--- config.mk ---
export PLATFORM = sky130hd
export DESIGN_NAME = moving_average_filter_unit_flat
export DESIGN_NICKNAME = d
export VERILOG_FILES = /design/src/hw/rtl/mavf_pkg.sv /design/src/hw/rtl/mavf_sample_if.sv /design/src/hw/rtl/mavf_average_if.sv /design/src/hw/rtl/mavf_ram.sv /design/src/hw/rtl/mavf_serial_mul.sv /design/src/hw/rtl/mavf_serial_div.sv /design/src/hw/rtl/moving_average_filter_unit.sv /design/src/flat_wrapper.sv
export SDC_FILE = /design/constraint.sdc
export NUM_CORES = 1
export LEC_CHECK = 0
export ABC_AREA = 1
export BUFFER_PORTS_ARGS = -buffer_cell sky130_fd_sc_hd__buf_4
export CELL_PAD_IN_SITES_DETAIL_PLACEMENT = 0
export CELL_PAD_IN_SITES_GLOBAL_PLACEMENT = 1
export CORE_MARGIN = 10
export CORE_UTILIZATION = 35
export CTS_CLUSTER_SIZE = 30
export DETAILED_ROUTE_END_ITERATION = 16
export HOLD_SLACK_MARGIN = 0.08
export PLACE_DENSITY_LB_ADDON = 0.1
export RECOVER_POWER = 100
export SLEW_MARGIN = 25
export SYNTH_ARGS = -nofsm -noshare
export SYNTH_HDL_FRONTEND = slang
export SYNTH_HIERARCHICAL = 1
export SYNTH_SLANG_ARGS = --single-unit
--- constraint.sdc ---
create_clock -name clk -period 4.95 [get_ports clk]
set_input_delay 0 -clock clk [delete_from_list [all_inputs] [get_ports clk]]
set_output_delay 0 -clock clk [all_outputs]
set_load 0.01 [all_outputs]
--- src/hw/rtl/mavf_pkg.sv ---
// ----------------------------------------------------------------------------
// Moving average filter package
// Field widths shared by the interfaces, the filter unit and the testbench.
// ----------------------------------------------------------------------------
`timescale 1ns / 1ps

package mavf_pkg;

    localparam int SAMPLE_W     = 12;
    localparam int CFG_W        = 7;
    localparam int SAMPLE_RANGE = 1 << SAMPLE_W;

endpackage

--- src/hw/rtl/mavf_sample_if.sv ---
// ----------------------------------------------------------------------------
// Sample channel
// Valid/ready channel that carries one converter sample per request.
// ----------------------------------------------------------------------------
`timescale 1ns / 1ps

interface mavf_sample_if import mavf_pkg::*; ();

    logic                valid;
    logic                ready;
    logic [SAMPLE_W-1:0] sample;

    modport source (output valid, output sample, input ready);
    modport sink   (input valid, input sample, output ready);

endinterface

--- src/hw/rtl/mavf_average_if.sv ---
// ----------------------------------------------------------------------------
// Average channel
// Valid/ready channel that carries one rounded window mean per request.
// ----------------------------------------------------------------------------
`timescale 1ns / 1ps

interface mavf_average_if import mavf_pkg::*; ();

    logic                valid;
    logic                ready;
    logic [SAMPLE_W-1:0] average;

    modport source (output valid, output average, input ready);
    modport sink   (input valid, input average, output ready);

endinterface

--- src/hw/rtl/mavf_ram.sv ---
// ----------------------------------------------------------------------------
// Generic RAM
// Single write port, single read port with registered read data.
// ----------------------------------------------------------------------------
`timescale 1ns / 1ps

module mavf_ram #(
    parameter int WIDTH = 12,
    parameter int DEPTH = 64
) (
    input  logic                                   clk,
    input  logic                                   wr_en,
    input  logic [((DEPTH > 1) ? $clog2(DEPTH) : 1)-1:0] wr_addr,
    input  logic [WIDTH-1:0]                       wr_data,
    input  logic                                   rd_en,
    input  logic [((DEPTH > 1) ? $clog2(DEPTH) : 1)-1:0] rd_addr,
    output logic [WIDTH-1:0]                       rd_data
);

    logic [WIDTH-1:0] mem_reg [DEPTH];
    logic [WIDTH-1:0] rd_data_reg;

    always_ff @(posedge clk)
    begin
        if (wr_en)
        begin
            mem_reg[wr_addr] <= wr_data;
        end
        if (rd_en)
        begin
            rd_data_reg <= mem_reg[rd_addr];
        end
    end

    assign rd_data = rd_data_reg;

endmodule

--- src/hw/rtl/mavf_serial_mul.sv ---
// ----------------------------------------------------------------------------
// Serial multiplier
// Shift-and-add product, one multiplier bit per cycle, LSB first.
// ----------------------------------------------------------------------------
`timescale 1ns / 1ps

module mavf_serial_mul #(
    parameter int A_W = 12,
    parameter int B_W = 7,
    parameter int P_W = 18
) (
    input  logic           clk,
    input  logic           rst_n,
    input  logic           start,
    input  logic [A_W-1:0] a,
    input  logic [B_W-1:0] b,
    output logic           done,
    output logic [P_W-1:0] product
);

    localparam int CNT_W = $clog2(B_W + 1);

    logic             busy_reg;
    logic             done_reg;
    logic [CNT_W-1:0] cnt_reg;
    logic [P_W-1:0]   acc_reg;
    logic [P_W-1:0]   mcand_reg;
    logic [B_W-1:0]   mplier_reg;

    always_ff @(posedge clk or negedge rst_n)
    begin
        if (!rst_n)
        begin
            busy_reg <= 1'b0;
            done_reg <= 1'b0;
            cnt_reg  <= '0;
        end
        else
        begin
            done_reg <= 1'b0;
            if (start)
            begin
                busy_reg <= 1'b1;
                cnt_reg  <= CNT_W'(B_W);
            end
            else if (busy_reg)
            begin
                cnt_reg <= cnt_reg - CNT_W'(1);
                if (cnt_reg == CNT_W'(1))
                begin
                    busy_reg <= 1'b0;
                    done_reg <= 1'b1;
                end
            end
        end
    end

    always_ff @(posedge clk)
    begin
        if (start)
        begin
            acc_reg    <= '0;
            mcand_reg  <= P_W'(a);
            mplier_reg <= b;
        end
        else if (busy_reg)
        begin
            if (mplier_reg[0])
            begin
                acc_reg <= acc_reg + mcand_reg;
            end
            mcand_reg  <= mcand_reg << 1;
            mplier_reg <= mplier_reg >> 1;
        end
    end

    assign done    = done_reg;
    assign product = acc_reg;

endmodule

--- src/hw/rtl/mavf_serial_div.sv ---
// ----------------------------------------------------------------------------
// Serial divider
// Restoring division that produces one quotient bit per cycle.
// ----------------------------------------------------------------------------
`timescale 1ns / 1ps

module mavf_serial_div #(
    parameter int DVD_W = 18,
    parameter int DSR_W = 7,
    parameter int Q_W   = 12
) (
    input  logic             clk,
    input  logic             rst_n,
    input  logic             start,
    input  logic [DVD_W-1:0] dividend,
    input  logic [DSR_W-1:0] divisor,
    output logic             done,
    output logic [Q_W-1:0]   quotient
);

    localparam int CNT_W = $clog2(Q_W + 1);

    logic             busy_reg;
    logic             done_reg;
    logic [CNT_W-1:0] cnt_reg;
    logic [DSR_W-1:0] rem_reg;
    logic [DSR_W-1:0] dsr_reg;
    logic [Q_W-1:0]   shq_reg;
    logic [DSR_W:0]   trial;
    logic [DSR_W:0]   diff;
    logic             fits;

    // The quotient fits in Q_W bits, so the high part of the dividend is
    // already a valid partial remainder below the divisor.
    assign trial = {rem_reg, shq_reg[Q_W-1]};
    assign fits  = trial >= {1'b0, dsr_reg};
    assign diff  = trial - {1'b0, dsr_reg};

    always_ff @(posedge clk or negedge rst_n)
    begin
        if (!rst_n)
        begin
            busy_reg <= 1'b0;
            done_reg <= 1'b0;
            cnt_reg  <= '0;
        end
        else
        begin
            done_reg <= 1'b0;
            if (start)
            begin
                busy_reg <= 1'b1;
                cnt_reg  <= CNT_W'(Q_W);
            end
            else if (busy_reg)
            begin
                cnt_reg <= cnt_reg - CNT_W'(1);
                if (cnt_reg == CNT_W'(1))
                begin
                    busy_reg <= 1'b0;
                    done_reg <= 1'b1;
                end
            end
        end
    end

    always_ff @(posedge clk)
    begin
        if (start)
        begin
            rem_reg <= DSR_W'(dividend >> Q_W);
            shq_reg <= dividend[Q_W-1:0];
            dsr_reg <= divisor;
        end
        else if (busy_reg)
        begin
            rem_reg <= fits ? diff[DSR_W-1:0] : trial[DSR_W-1:0];
            shq_reg <= {shq_reg[Q_W-2:0], fits};
        end
    end

    assign done     = done_reg;
    assign quotient = shq_reg;

endmodule

--- src/hw/rtl/moving_average_filter_unit.sv ---
// ----------------------------------------------------------------------------
// Moving average filter unit
// A sample runs through S_UPD, the serial divider (one quotient bit per
// cycle) and S_DONE before the next one is taken; S_DONE waits while the
// last average is still untaken. The first sample after reset or a length
// change first runs the serial multiply in S_MUL.
// Reset is asynchronous and active low: length MAX_WINDOW, window unprimed.
// ----------------------------------------------------------------------------
`timescale 1ns / 1ps

module moving_average_filter_unit import mavf_pkg::*; #(
    parameter int MAX_WINDOW = 64
) (
    input  logic                 clk,
    input  logic                 rst_n,
    mavf_sample_if.sink          sample_ch,
    mavf_average_if.source       average_ch,
    input  logic                 cfg_wr_en,
    input  logic [CFG_W-1:0]     window_length
);

    localparam int LEN_W = $clog2(MAX_WINDOW + 1);
    localparam int IDX_W = (MAX_WINDOW > 1) ? $clog2(MAX_WINDOW) : 1;
    localparam int SUM_W = $clog2((SAMPLE_RANGE - 1) * MAX_WINDOW + 1);
    localparam int DVD_W = $clog2(SAMPLE_RANGE * MAX_WINDOW);
    localparam int CMP_W = (LEN_W > CFG_W) ? LEN_W : CFG_W;

    typedef enum logic [4:0] {
        S_IDLE = 5'b00001,
        S_MUL  = 5'b00010,
        S_UPD  = 5'b00100,
        S_DIV  = 5'b01000,
        S_DONE = 5'b10000
    } state_t;

    state_t              state_reg, state_next;
    logic [LEN_W-1:0]    len_reg, len_next;
    logic                primed_reg, primed_next;
    logic                wrapped_reg, wrapped_next;
    logic [IDX_W-1:0]    idx_reg, idx_next;
    logic [SUM_W-1:0]    sum_reg, sum_next;
    logic                avg_valid_reg, avg_valid_next;
    logic [SAMPLE_W-1:0] samp_reg, samp_next;
    logic [SAMPLE_W-1:0] prime_reg, prime_next;
    logic [SAMPLE_W-1:0] avg_reg, avg_next;

    logic                accept;
    logic [SAMPLE_W-1:0] old_val;
    logic [SUM_W-1:0]    sum_upd;
    logic [LEN_W-1:0]    idx_inc;
    logic                idx_wrap;
    logic [DVD_W-1:0]    dividend;
    logic [CMP_W-1:0]    raw_ext;
    logic [LEN_W-1:0]    len_sat;

    logic                mul_start;
    logic                mul_done;
    logic [SUM_W-1:0]    mul_product;
    logic                div_start;
    logic                div_done;
    logic [SAMPLE_W-1:0] div_quot;
    logic                ram_wr_en;
    logic [SAMPLE_W-1:0] ram_rd_data;

    assign accept           = sample_ch.valid && sample_ch.ready;
    assign sample_ch.ready  = (state_reg == S_IDLE);
    assign average_ch.valid = avg_valid_reg;
    assign average_ch.average = avg_reg;

    // Until the ring index first wraps after priming, the entry it points to
    // has not been written since priming and still holds the priming sample.
    assign old_val  = wrapped_reg ? ram_rd_data : prime_reg;
    assign sum_upd  = sum_reg - SUM_W'(old_val) + SUM_W'(samp_reg);
    assign idx_inc  = LEN_W'(idx_reg) + LEN_W'(1);
    assign idx_wrap = (idx_inc == len_reg);
    assign dividend = DVD_W'(sum_upd) + DVD_W'(len_reg >> 1);

    assign raw_ext = CMP_W'(window_length);

    always_comb
    begin
        if (raw_ext == '0)
        begin
            len_sat = LEN_W'(1);
        end
        else if (raw_ext > CMP_W'(MAX_WINDOW))
        begin
            len_sat = LEN_W'(MAX_WINDOW);
        end
        else
        begin
            len_sat = LEN_W'(window_length);
        end
    end

    always_comb
    begin
        state_next     = state_reg;
        len_next       = len_reg;
        primed_next    = primed_reg;
        wrapped_next   = wrapped_reg;
        idx_next       = idx_reg;
        sum_next       = sum_reg;
        avg_valid_next = avg_valid_reg;
        samp_next      = samp_reg;
        prime_next     = prime_reg;
        avg_next       = avg_reg;
        mul_start      = 1'b0;
        div_start      = 1'b0;
        ram_wr_en      = 1'b0;

        if (average_ch.valid && average_ch.ready)
        begin
            avg_valid_next = 1'b0;
        end

        unique case (state_reg)
            S_IDLE:
            begin
                if (accept)
                begin
                    samp_next = sample_ch.sample;
                    if (!primed_reg)
                    begin
                        mul_start  = 1'b1;
                        state_next = S_MUL;
                    end
                    else
                    begin
                        state_next = S_UPD;
                    end
                end
            end
            S_MUL:
            begin
                if (mul_done)
                begin
                    sum_next     = mul_product;
                    idx_next     = '0;
                    wrapped_next = 1'b0;
                    primed_next  = 1'b1;
                    prime_next   = samp_reg;
                    state_next   = S_UPD;
                end
            end
            S_UPD:
            begin
                sum_next   = sum_upd;
                ram_wr_en  = 1'b1;
                div_start  = 1'b1;
                state_next = S_DIV;
                if (idx_wrap)
                begin
                    idx_next     = '0;
                    wrapped_next = 1'b1;
                end
                else
                begin
                    idx_next = IDX_W'(idx_inc);
                end
            end
            S_DIV:
            begin
                if (div_done)
                begin
                    state_next = S_DONE;
                end
            end
            S_DONE:
            begin
                if (!avg_valid_reg || average_ch.ready)
                begin
                    avg_next       = div_quot;
                    avg_valid_next = 1'b1;
                    state_next     = S_IDLE;
                end
            end
            default:
            begin
                state_next = S_IDLE;
            end
        endcase

        // A write equal to the current length leaves the window alone.
        if (cfg_wr_en && (raw_ext != CMP_W'(len_reg)))
        begin
            len_next    = len_sat;
            primed_next = 1'b0;
        end
    end

    always_ff @(posedge clk or negedge rst_n)
    begin
        if (!rst_n)
        begin
            state_reg     <= S_IDLE;
            len_reg       <= LEN_W'(MAX_WINDOW);
            primed_reg    <= 1'b0;
            wrapped_reg   <= 1'b0;
            idx_reg       <= '0;
            sum_reg       <= '0;
            avg_valid_reg <= 1'b0;
        end
        else
        begin
            state_reg     <= state_next;
            len_reg       <= len_next;
            primed_reg    <= primed_next;
            wrapped_reg   <= wrapped_next;
            idx_reg       <= idx_next;
            sum_reg       <= sum_next;
            avg_valid_reg <= avg_valid_next;
        end
    end

    always_ff @(posedge clk)
    begin
        samp_reg  <= samp_next;
        prime_reg <= prime_next;
        avg_reg   <= avg_next;
    end

    mavf_ram #(
        .WIDTH (SAMPLE_W),
        .DEPTH (MAX_WINDOW)
    ) u_window_ram (
        .clk     (clk),
        .wr_en   (ram_wr_en),
        .wr_addr (idx_reg),
        .wr_data (samp_reg),
        .rd_en   (accept),
        .rd_addr (idx_reg),
        .rd_data (ram_rd_data)
    );

    mavf_serial_mul #(
        .A_W (SAMPLE_W),
        .B_W (LEN_W),
        .P_W (SUM_W)
    ) u_prime_mul (
        .clk     (clk),
        .rst_n   (rst_n),
        .start   (mul_start),
        .a       (sample_ch.sample),
        .b       (len_reg),
        .done    (mul_done),
        .product (mul_product)
    );

    mavf_serial_div #(
        .DVD_W (DVD_W),
        .DSR_W (LEN_W),
        .Q_W   (SAMPLE_W)
    ) u_mean_div (
        .clk      (clk),
        .rst_n    (rst_n),
        .start    (div_start),
        .dividend (dividend),
        .divisor  (len_reg),
        .done     (div_done),
        .quotient (div_quot)
    );

`ifndef SYNTHESIS
    a_state_onehot: assert property (@(posedge clk) disable iff (!rst_n)
        $onehot(state_reg))
        else $error("state register is not one-hot");

    a_len_range: assert property (@(posedge clk) disable iff (!rst_n)
        (len_reg >= LEN_W'(1)) && (len_reg <= LEN_W'(MAX_WINDOW)))
        else $error("window length outside its range");

    a_idx_in_window: assert property (@(posedge clk) disable iff (!rst_n)
        primed_reg |-> (LEN_W'(idx_reg) < len_reg))
        else $error("ring index beyond the window length");

    a_one_in_flight: assert property (@(posedge clk) disable iff (!rst_n)
        (sample_ch.valid && sample_ch.ready) |=> !sample_ch.ready)
        else $error("second request taken while one is in flight");
`endif

endmodule

--- src/flat_wrapper.sv ---
// flat-port wrapper written by rule: the top's interface ports become plain ports
module moving_average_filter_unit_flat import mavf_pkg::*;
#(
    parameter int MAX_WINDOW = 64
)
  (clk, rst_n, cfg_wr_en, window_length, sample_ch_valid, sample_ch_sample, sample_ch_ready, average_ch_valid, average_ch_average, average_ch_ready);
  mavf_sample_if sample_ch_i ();
  mavf_average_if average_ch_i ();
  input  logic clk;
  input  logic rst_n;
  input  logic cfg_wr_en;
  input  logic [CFG_W-1:0] window_length;
  input wire logic [$bits(sample_ch_i.valid)-1:0] sample_ch_valid;
  input wire logic [$bits(sample_ch_i.sample)-1:0] sample_ch_sample;
  output wire logic [$bits(sample_ch_i.ready)-1:0] sample_ch_ready;
  output wire logic [$bits(average_ch_i.valid)-1:0] average_ch_valid;
  output wire logic [$bits(average_ch_i.average)-1:0] average_ch_average;
  input wire logic [$bits(average_ch_i.ready)-1:0] average_ch_ready;
  assign sample_ch_i.valid = sample_ch_valid;
  assign sample_ch_i.sample = sample_ch_sample;
  assign sample_ch_ready = sample_ch_i.ready;
  assign average_ch_valid = average_ch_i.valid;
  assign average_ch_average = average_ch_i.average;
  assign average_ch_i.ready = average_ch_ready;
  moving_average_filter_unit #(.MAX_WINDOW(MAX_WINDOW)) u_core (.clk(clk), .rst_n(rst_n), .sample_ch(sample_ch_i), .average_ch(average_ch_i), .cfg_wr_en(cfg_wr_en), .window_length(window_length));
endmodule
==> results of run 1 <==
[worst max-delay path by stage]
stage                                          end
6_report         u_core/u_window_ram/mem_reg[9][1]
5_1_grt        u_core/u_window_ram/mem_reg[14][11]
4_1_cts               u_core/u_mean_div/rem_reg[4]
3_5_place_dp          u_core/u_mean_div/rem_reg[4]
3_3_place_gp          u_core/u_mean_div/rem_reg[4]
2_1_floorplan         u_core/u_mean_div/rem_reg[4]
[final cells by class]
type | count | area share, %
Antenna cell | 2 | 0.0106
Clock buffer | 141 | 6.17
Clock inverter | 49 | 1.14
Inverter | 230 | 1.87
Multi-Input combinational cell | 2557 | 25.4
Sequential cell | 935 | 58.5
Tap cell | 1536 | 4.08
Timing Repair Buffer | 206 | 2.80
[through the flow]
| step | util (%) | hold WS (ns) | setup WS, ns | std cells | total power [µW] |
|---|---|---|---|---|---|
| 4_1_cts | 40.4 | 0.103 | 0.754 | 5654 | 28100 |
| 3_5_place_dp | 37.0 | 0.117 | 0.732 | 5414 | 20200 |
| 2_1_floorplan | - | -0.296 | 0.749 | 3912 | 17100 |
| 6_report | 39.9 | 0.194 | 0.386 | 5656 | 27700 |
| 3_3_place_gp | 37.0 | 0.117 | 0.767 | 5414 | 20200 |
| 5_1_grt | 39.9 | 0.222 | 0.177 | 5654 | 29600 |
[cell usage in the layout, fill, tap and decap left out, types with 8 or more instances in the layout]
cell type / synthesis / routed
a21oi_1: 35 / 35
buf_4: 15 / 32
bufinv_16: 0 / 10
clkbuf_1: 39 / 133
clkbuf_16: 0 / 109
clkbuf_2: 0 / 12
clkinv_1: 3 / 21
clkinv_2: 0 / 13
dfrtp_1: 48 / 44
dfxtp_1: 25 / 25
dlygate4sd3_1: 0 / 49
edfxtp_1: 860 / 860
fa_1: 15 / 15
ha_1: 53 / 53
inv_1: 221 / 220
mux2_2: 12 / 12
nand2_1: 1354 / 1357
nand2_2: 14 / 11
nand3_1: 733 / 734
nand4_1: 20 / 20
nor2_1: 160 / 162
nor4_1: 15 / 12
o21ai_0: 41 / 41
o221ai_1: 8 / 8
xnor2_1: 8 / 8
xor2_1: 33 / 33
[cell usage after synthesis (6+ instances only)]
cell type,count
a21oi_1,35
buf_1,11
buf_2,85
buf_4,15
buf_6,39
clkbuf_1,39
dfrtp_1,48
dfxtp_1,25
edfxtp_1,860
fa_1,15
ha_1,53
inv_1,221
mux2_2,12
nand2_1,1354
nand2_2,14
nand3_1,733
nand4_1,20
nor2_1,160
nor2_2,6
nor4_1,15
o211ai_1,6
o21ai_0,41
o221ai_1,8
o22ai_1,6
xnor2_1,8
xor2_1,33
[layer usage]
metal	routed length [µm]	global-route usage, %	vias to the layer above
met4	2340	3.73	0
met1	59700	26.8	13800
li1	-	-	13600
met5	0	0	-
met2	56900	29.1	503
met3	4520	2.19	141
[critical path: cells and delay by family, from the launching register on]
family / cells / cell delay [ns]
buffers and inverters: 4 / 1.58
DFF: 1 / 0.39
and+or+nand+nor: 4 / 2.19
[power groups by stage]
stage               logic, µW  clock network [µW]  registers [µW]
floorplan                7040                   0           10100
global placement         9950                   0           10200
detailed placement       9940                   0           10200
CTS                     10000                8020           10100
global route            11100                8330           10200
finish                   9740                7820           10100
[cells by family (layout without fill, tap and decap cells)]
group,after synthesis,after routing
other,0,2
XOR/XNOR,42,42
AO/OA/AOI/OAI,110,110
multiplexers,12,12
AND/OR/NAND/NOR,2325,2325
buffers and inverters,420,626
flip-flops,935,935
adder cells (fa/ha/maj),68,68
[what timing repair did]
| action | CTS | global route |
|---|---|---|
| hold buffers | 50 | 0 |
| endpoints found under the hold margin | 123 | 0 |
| gates resized for setup | 0 | 0 |
==> impl_metrics.env, run 1 <==
export IMPL_yosys_area_share_simple_pct=23.7
export IMPL_r2r_setup_slack_ns=0.39
export IMPL_syn_area_um2=41600
export IMPL_initial_utilization_pct=35.3
export IMPL_critical_path_cell_chain="inv_1 > nand2_1 > nor4_1 > clkbuf_1 > nand4_1 > clkbuf_1 > nor2_1 > clkbuf_1"
export IMPL_intPower_uw=17100
export IMPL_holdPathStages=4
export IMPL_drc=0
export IMPL_postCtsSetupBuffers=0
export IMPL_synth_top_area_share_pct=62.0
export IMPL_comb_power_share_pct=35.2
export IMPL_fmax_ghz=0.219
export IMPL_synth_cell_types=48
export IMPL_yosys_area_top_type="edfxtp_1"
export IMPL_min_period_ns=4.56
export IMPL_power_density_nw_per_um2=587
export IMPL_cts_sinks=935
export IMPL_synth_mux_area_share_pct=0.325
export IMPL_cp_required_ns=5.26
export IMPL_ys_flop_type="edfxtp_1"
export IMPL_finalHoldViolCount=0
export IMPL_grt_pass1_wl_um=183000
export IMPL_vias=28100
export IMPL_die_area_um2=133000
export IMPL_area_growth_pct=13.3
export IMPL_pwr_share_seq_pct=36.6
export IMPL_finalWeightedCongestion=0.800
export IMPL_ys_warn_count=6
export IMPL_hp_class="input pin to flop"
export IMPL_cpMostUsedCell="clkbuf_1"
export IMPL_max_cap_violations=17
export IMPL_antenna_left=0
export IMPL_io_buffers=37
export IMPL_nets=4128
export IMPL_n_fill_cell=11600
export IMPL_dr_pass1_iters=7
export IMPL_r2r_cells=8
export IMPL_htreeDepth=3
export IMPL_tritoncts="yes"
export IMPL_viasPerCell=4.97
export IMPL_cp_max_fo=12
export IMPL_whs_endpoint="u_core/u_prime_mul/mcand_reg[10]"
export IMPL_cts_clk_slew_worst_paths_ns=0.06
export IMPL_drt_initial_drc_count=2128
export IMPL_rows=126
export IMPL_overflow=0
export IMPL_synth_top_family_by_area="simple AND/OR/NAND/NOR gates"
export IMPL_fin_setup_tns_ns=0
export IMPL_critPathKind="flop to flop"
export IMPL_place_area_um2=43700
export IMPL_core_um2=118000
export IMPL_rsz0062_at_grt="false"
export IMPL_wire_per_inst_um=21.8
export IMPL_dpl_hpwl_um=71900
export IMPL_violations="capacitance limit, slew limit"
export IMPL_crit_start="u_core/state_reg[1]"
export IMPL_synth_fp_nets=4004
export IMPL_p_sw_share_pct=38.1
export IMPL_synth_xor_area_share_pct=0.902
export IMPL_p_clk_share_pct=28.2
export IMPL_ir_drop_v=0.000442
export IMPL_multi_input_area_um2=12000
export IMPL_slowest_stage="nor4_1"
export IMPL_grt_max_degree=175
export IMPL_crit_path_end_kind="flop"
export IMPL_drv_slew=1067
export IMPL_cts_max_path_buffers=3
export IMPL_grt_pass1_vias=26700
export IMPL_die_w_um=365
export IMPL_grt_total_usage_pct=18.3
export IMPL_cpPeakStageDelay_ns=1.44
export IMPL_ys_seq_elements=935
export IMPL_p_switching_uw=10600
export IMPL_cts_made_buffers=106
export IMPL_setup_viol=0
export IMPL_avgSynthCellArea_um2=10.6
export IMPL_worst_hold_startpoint="sample_ch_sample[10]"
export IMPL_antenna_found_initial=2
export IMPL_crit_reg2reg_capture="u_core/u_window_ram/mem_reg[9][1]"
export IMPL_drive_above_1_share_pct=6.14
export IMPL_skew_ns=0.0238
export IMPL_tightest_slew_ns=3.85
export IMPL_wl_um=123000
export IMPL_slew_headroom_pct=-157
export IMPL_status="finished with violations"
export IMPL_largest_reg_flops=768
export IMPL_synth_area_top_cells="edfxtp_1, nand2_1, nand3_1"
export IMPL_fin_area_um2=47200
export IMPL_finalCritPeriodShare_pct=92.2
export IMPL_worstSetupStartpointType="flop"
export IMPL_synth_compound_area_share_pct=1.56
export IMPL_synth_cells=3912
export IMPL_synthArstFlopShare_pct=5.35
export IMPL_synth_adder_area_share_pct=2.31
export IMPL_clk_latency_ns=0.69
export IMPL_r2r_start="u_core/state_reg[1]"
export IMPL_io_pins=38
export IMPL_seq_area_um2=27600
export IMPL_synth_edff_count=860
export IMPL_worst_endpoint_arrival_ns=4.87
export IMPL_p_leak_uw=0.0179
export IMPL_seq_area_frac_synth_pct=66.3
export IMPL_die_h_um=365
export IMPL_root_buffer="clkbuf_16"
No activity file was read; power rests on OpenSTA's default activity.
==> inputs of run 2 (changes only) <==
==> constraint.sdc (replaced) <==
create_clock -name clk -period 3.8 [get_ports clk]
set_input_delay 0 -clock clk [delete_from_list [all_inputs] [get_ports clk]]
set_output_delay 0 -clock clk [all_outputs]
set_load 0.01 [all_outputs]
==> run 2 against run 1 <==
The run ends with setup timing left. Die area unchanged. Global-route usage up 0.23 points. Worst setup slack worse by 0.42 ns. Sequential power up 29%.
==> impl_metrics.env, run 2 (same netlist as run 1, synthesis figures left out) <==
export IMPL_status="finished with violations"
export IMPL_violations="setup timing"
export IMPL_post_route_util_pct=41.1
export IMPL_rows=126
export IMPL_finalPower_uw=38000
export IMPL_worstSetupStartpointType="flop"
export IMPL_grt_pass1_wl_um=184000
export IMPL_die_area_um2=133000
export IMPL_crit_path_end_kind="flop"
export IMPL_core_um2=118000
export IMPL_htreeDepth=3
export IMPL_worst_endpoint_arrival_ns=4.28
export IMPL_drt_initial_drc_count=1997
export IMPL_cp_required_ns=4.25
export IMPL_dr_pass1_iters=5
export IMPL_drv_slew=0
export IMPL_overflow=0
export IMPL_finalWorstSetupSlack_ns=-0.0382
export IMPL_die_w_um=365
export IMPL_clk_latency_ns=0.70
export IMPL_min_period_ns=3.84
export IMPL_final_common_cell="nand2_1"
export IMPL_cts_made_buffers=106
export IMPL_final_cell_mix="nand2_1, edfxtp_1, nand3_1"
export IMPL_grt_pass1_vias=27300
export IMPL_drc=0
export IMPL_antenna_found_initial=5
export IMPL_cts_max_path_buffers=3
export IMPL_n_fill_cell=11500
export IMPL_die_h_um=365
export IMPL_cts_clk_slew_worst_paths_ns=0.06
export IMPL_initial_utilization_pct=35.3
export IMPL_io_pins=38
export IMPL_tritoncts="yes"
export IMPL_finalHoldViolCount=0
export IMPL_multi_input_area_um2=12400
export IMPL_fmax_ghz=0.261
export IMPL_tightest_slew_ns=1.03
export IMPL_critPathKind="flop to flop"
export IMPL_cts_sinks=935
export IMPL_power_density_nw_per_um2=784
export IMPL_root_buffer="clkbuf_16"
export IMPL_largest_reg_flops=768
export IMPL_max_cap_violations=0
export IMPL_slew_headroom_pct=31.3
export IMPL_vias=28200
export IMPL_grt_max_degree=144
export IMPL_io_buffers=37
export IMPL_finalCritPeriodShare_pct=101
export IMPL_drive_above_1_share_pct=11.1
export IMPL_wire_per_inst_um=21.7
export IMPL_p_leak_uw=0.0187
export IMPL_grt_total_usage_pct=18.5
export IMPL_wl_um=124000
export IMPL_cp_max_fo=6
export IMPL_skew_ns=0.0228
export IMPL_area_growth_pct=16.6
export IMPL_ir_drop_v=0.000402
export IMPL_rsz0062_at_grt="true"
export IMPL_dpl_hpwl_um=74300
export IMPL_nets=4208
export IMPL_fin_setup_tns_ns=-0.0887
export IMPL_seq_area_um2=27600
export IMPL_antenna_left=0
export IMPL_finalWeightedCongestion=0.824
export IMPL_hp_class="input pin to flop"
export IMPL_setup_viol=3
export IMPL_viasPerCell=4.91
[run 2: metal layers]
metal | GRT usage, % | wire (µm)
met4 | 5.26 | 3360
met5 | 0 | 0
met2 | 28.7 | 56000
met3 | 3.04 | 4920
met1 | 26.6 | 60200
[run 2: worst paths after layout]
check	to	slack, ns	depth (start not counted)	from
setup / recovery	u_core/u_mean_div/rem_reg[5]	-0.04	24	u_core/wrapped_reg
hold / removal	u_core/u_prime_mul/mcand_reg[8]	0.21	4	sample_ch_sample[8]
min in group asynchronous	u_core/state_reg[0]	0.70	3	rst_n
max in group asynchronous	u_core/idx_reg[0]	2.71	4	rst_n
setup reg to reg	u_core/u_mean_div/rem_reg[5]	-0.04	24	u_core/wrapped_reg
hold reg to reg	u_core/average_ch.average[3]	0.46	0	u_core/u_mean_div/quotient[3]
[run 2: final cells by class]
class | instances | area share (%)
timing repair buffer | 286 | 4.91
clock buffer | 139 | 5.89
antenna | 4 | 0.0206
clock inverter | 55 | 1.08
multi-input combinational | 2557 | 25.5
sequential | 935 | 56.9
inverter | 230 | 1.82
tap | 1536 | 3.96
[run 2: stage by stage]
stage / hold slack (ns) / worst slack [ns] / std cells / area [µm²]
floorplan: -0.296 / -0.285 / 3912 / 41700
global placement: 0.119 / -0.186 / 5480 / 44300
detailed placement: 0.126 / -0.218 / 5480 / 44300
CTS: 0.102 / -0.0130 / 5728 / 48300
global route: 0.227 / -0.206 / 5739 / 48500
finish: 0.209 / -0.0382 / 5742 / 48500
[run 2: worst max-delay path: stages (launching register included)]
cell and delay [ns]:
dfrtp_2 0.47, mux2_4 0.32, fa_1 0.50, buf_6 0.14, fa_2 0.39, inv_2 0.07, nand3_2 0.08, nand2_4 0.11
xor2_4 0.09, ha_4 0.29, nand2_2 0.05, inv_2 0.05, nand4_1 0.09, nand3_2 0.11, nand2_2 0.06, nand2_2 0.08
nand2_4 0.07, nor2_4 0.13, nand2_4 0.08, nor2_4 0.15, nand2_1 0.06, nand2_1 0.05, nand2_1 0.04, nand2_1 0.06
nand2_1 0.05
[run 2: what timing repair did]
item / in CTS / in global routing
setup buffers: 4 / 10
endpoints found under the setup margin: 10 / 11
hold endpoints to repair: 123 / 0
hold buffers: 50 / 0
pin swaps: 10 / 32
resized for setup: 12 / 37
[run 2: where the power goes]
| part | internal, µW | leakage, µW | switching [µW] |
|---|---|---|---|
| clock | 5880 | 0.00167 | 4150 |
| sequential | 12500 | 0.00861 | 570 |
| combinational | 5170 | 0.00844 | 9830 |
| total | 23500 | 0.0187 | 14600 |
==> inputs of run 3 (changes only) <==
--- a/config.mk
+++ b/config.mk
@@ -16,6 +16,7 @@
 export HOLD_SLACK_MARGIN = 0.08
 export PLACE_DENSITY_LB_ADDON = 0.1
 export RECOVER_POWER = 100
+export SETUP_SLACK_MARGIN = 0.5
 export SLEW_MARGIN = 25
 export SYNTH_ARGS = -nofsm -noshare
 export SYNTH_HDL_FRONTEND = slang
==> run 3 against run 2 <==
The run ends with capacitance limit, slew limit left. Power increased by 2.0%. Global-route usage fell by 0.28 points. Final area is 0.37% higher. Maximum frequency is 2.8% higher. Count of clock-buffer cells in the layout increased by 9. Largest cell class unchanged.
==> impl_metrics.env, run 3 (same netlist as run 1, synthesis figures left out) <==
export IMPL_status="finished with violations"
export IMPL_violations="capacitance limit, slew limit"
export IMPL_grt_pass1_vias=27500
export IMPL_fin_area_um2=48700
export IMPL_wire_per_inst_um=21.4
export IMPL_p_clk_share_pct=26.4
export IMPL_finalHoldViolCount=0
export IMPL_slowest_stage="dfrtp_2"
export IMPL_drt_initial_drc_count=2040
export IMPL_tritoncts="yes"
export IMPL_cts_made_buffers=107
export IMPL_dpl_hpwl_um=74700
export IMPL_intPower_uw=24000
export IMPL_comb_power_share_pct=40.1
export IMPL_io_buffers=37
export IMPL_root_buffer="clkbuf_16"
export IMPL_clk_latency_ns=0.68
export IMPL_p_leak_uw=0.0187
export IMPL_fmax_ghz=0.268
export IMPL_slew_headroom_pct=-21.6
export IMPL_min_period_ns=3.74
export IMPL_place_area_um2=44300
export IMPL_r2r_start="u_core/wrapped_reg"
export IMPL_die_h_um=365
export IMPL_die_area_um2=133000
export IMPL_largest_reg_flops=768
export IMPL_grt_total_usage_pct=18.3
export IMPL_dr_pass1_iters=7
export IMPL_ir_drop_v=0.000442
export IMPL_power_density_nw_per_um2=797
export IMPL_critPathKind="flop to flop"
export IMPL_critical_path_cell_chain="mux2_4 > fa_1 > buf_4 > fa_2 > inv_2 > nand3_2 > nand2_4 > xor2_4 > ha_4 > nand2_2 > inv_2 > nand4_1 > nand3_2 > nand2_2 > nand2_4 > nand2_4 > nor2_4 > nand2_4 > nor2_4 > nand2_1 > nand2_1 > nand2_1 > nand2_1 > nand2_1"
export IMPL_core_um2=118000
export IMPL_place_ws_ns=-0.251
export IMPL_cts_clk_slew_worst_paths_ns=0.06
export IMPL_setup_viol=0
export IMPL_p_switching_uw=14800
export IMPL_rsz0062_at_grt="true"
export IMPL_overflow=0
export IMPL_cp_required_ns=4.23
export IMPL_final_cell_mix="nand2_1, edfxtp_1, nand3_1"
export IMPL_drc=0
export IMPL_fin_setup_tns_ns=0
export IMPL_cts_max_path_buffers=3
export IMPL_finalPower_uw=38800
export IMPL_place_inst=5471
export IMPL_drv_slew=822
export IMPL_die_w_um=365
export IMPL_pwr_share_seq_pct=33.6
export IMPL_cpPeakStageDelay_ns=0.48
export IMPL_cts_sinks=935
export IMPL_grt_max_degree=113
export IMPL_rows=126
export IMPL_cpMostUsedCell="nand2_1"
export IMPL_area_growth_pct=17.0
export IMPL_nets=4199
export IMPL_crit_start="u_core/wrapped_reg"
export IMPL_final_common_cell="nand2_1"
export IMPL_hp_class="input pin to flop"
export IMPL_n_antenna_cell=0
export IMPL_grt_pass1_wl_um=182000
export IMPL_worst_hold_startpoint="sample_ch_valid"
export IMPL_finalWorstSetupSlack_ns=0.0648
export IMPL_crit_path_end_kind="flop"
export IMPL_antenna_found_initial=6
export IMPL_vias=28200
export IMPL_wl_um=123000
export IMPL_finalCritPeriodShare_pct=98.3
export IMPL_skew_ns=0.0181
export IMPL_viasPerCell=4.91
export IMPL_io_pins=38
export IMPL_max_cap_violations=13
export IMPL_worstSetupStartpointType="flop"
export IMPL_htreeDepth=3
export IMPL_p_sw_share_pct=38.1
export IMPL_tightest_slew_ns=1.82
export IMPL_fin_cells=5731
export IMPL_antenna_left=0
export IMPL_worst_endpoint_arrival_ns=4.17
export IMPL_cp_max_fo=6
export IMPL_finalWeightedCongestion=0.818
export IMPL_initial_utilization_pct=35.3
export IMPL_drive_above_1_share_pct=11.7
==> run 3: final cells by class <==
class | instances | area [µm²]
inverter | 230 | 883
clock buffer | 148 | 3020
clock inverter | 49 | 474
tap | 1536 | 1920
sequential | 935 | 27600
fill | 11400 | 69400
multi-input combinational | 2557 | 12500
timing repair buffer | 276 | 2300
==> run 3: path summary, 6_finish.rpt <==
kind	cells after the start	endpoint	slack, ns
min in group asynchronous	3	u_core/state_reg[0]	0.70
hold reg to reg	0	u_core/average_ch.average[2]	0.46
setup / recovery	24	u_core/u_mean_div/rem_reg[3]	0.06
max in group asynchronous	4	u_core/idx_reg[1]	2.72
setup reg to reg	24	u_core/u_mean_div/rem_reg[3]	0.06
hold / removal	5	u_core/state_reg[0]	0.14
==> run 3: critical path: cells and delay by family (launching register included) <==
| kind | cells | cell delay [ns] |
|---|---|---|
| adder cells (fa/ha/maj) | 3 | 0.99 |
| buffers and inverters | 3 | 0.27 |
| AND/OR/NAND/NOR | 16 | 1.24 |
| XOR/XNOR | 1 | 0.20 |
| multiplexers | 1 | 0.33 |
| flip-flops | 1 | 0.48 |
==> run 3: metrics by stage <==
step	util (%)	hold slack, ns
after detailed placement	37.5	0.113
after global routing	41.2	0.141
after global placement	37.5	0.114
after CTS	41.1	0.0981
after floorplan	-	-0.296
final	41.2	0.136
==> run 3: routing by layer <==
layer,GRT usage [%],routed length [µm],vias to the layer above
met5,0,0,-
met4,4.07,2500,0
met3,2.69,5050,145
met2,29.1,56200,505
met1,26.2,58900,13700
li1,-,-,13800
==> run 3: timing repair <==
item / in CTS / in global routing
setup buffers: 10 / 4
pin swaps: 23 / 20
hold buffers: 49 / 0
endpoints found under the setup margin: 17 / 24
resized for setup: 32 / 63
endpoints found under the hold margin: 123 / 0
==> run 3: power groups by stage <==
stage	registers, µW	clock network (µW)	logic, µW
2_1_floorplan	13200	0	9250
3_3_place_gp	13200	0	14400
3_5_place_dp	13200	0	14300
4_1_cts	13000	10500	15000
5_1_grt	13100	11000	17400
6_report	13000	10200	15500
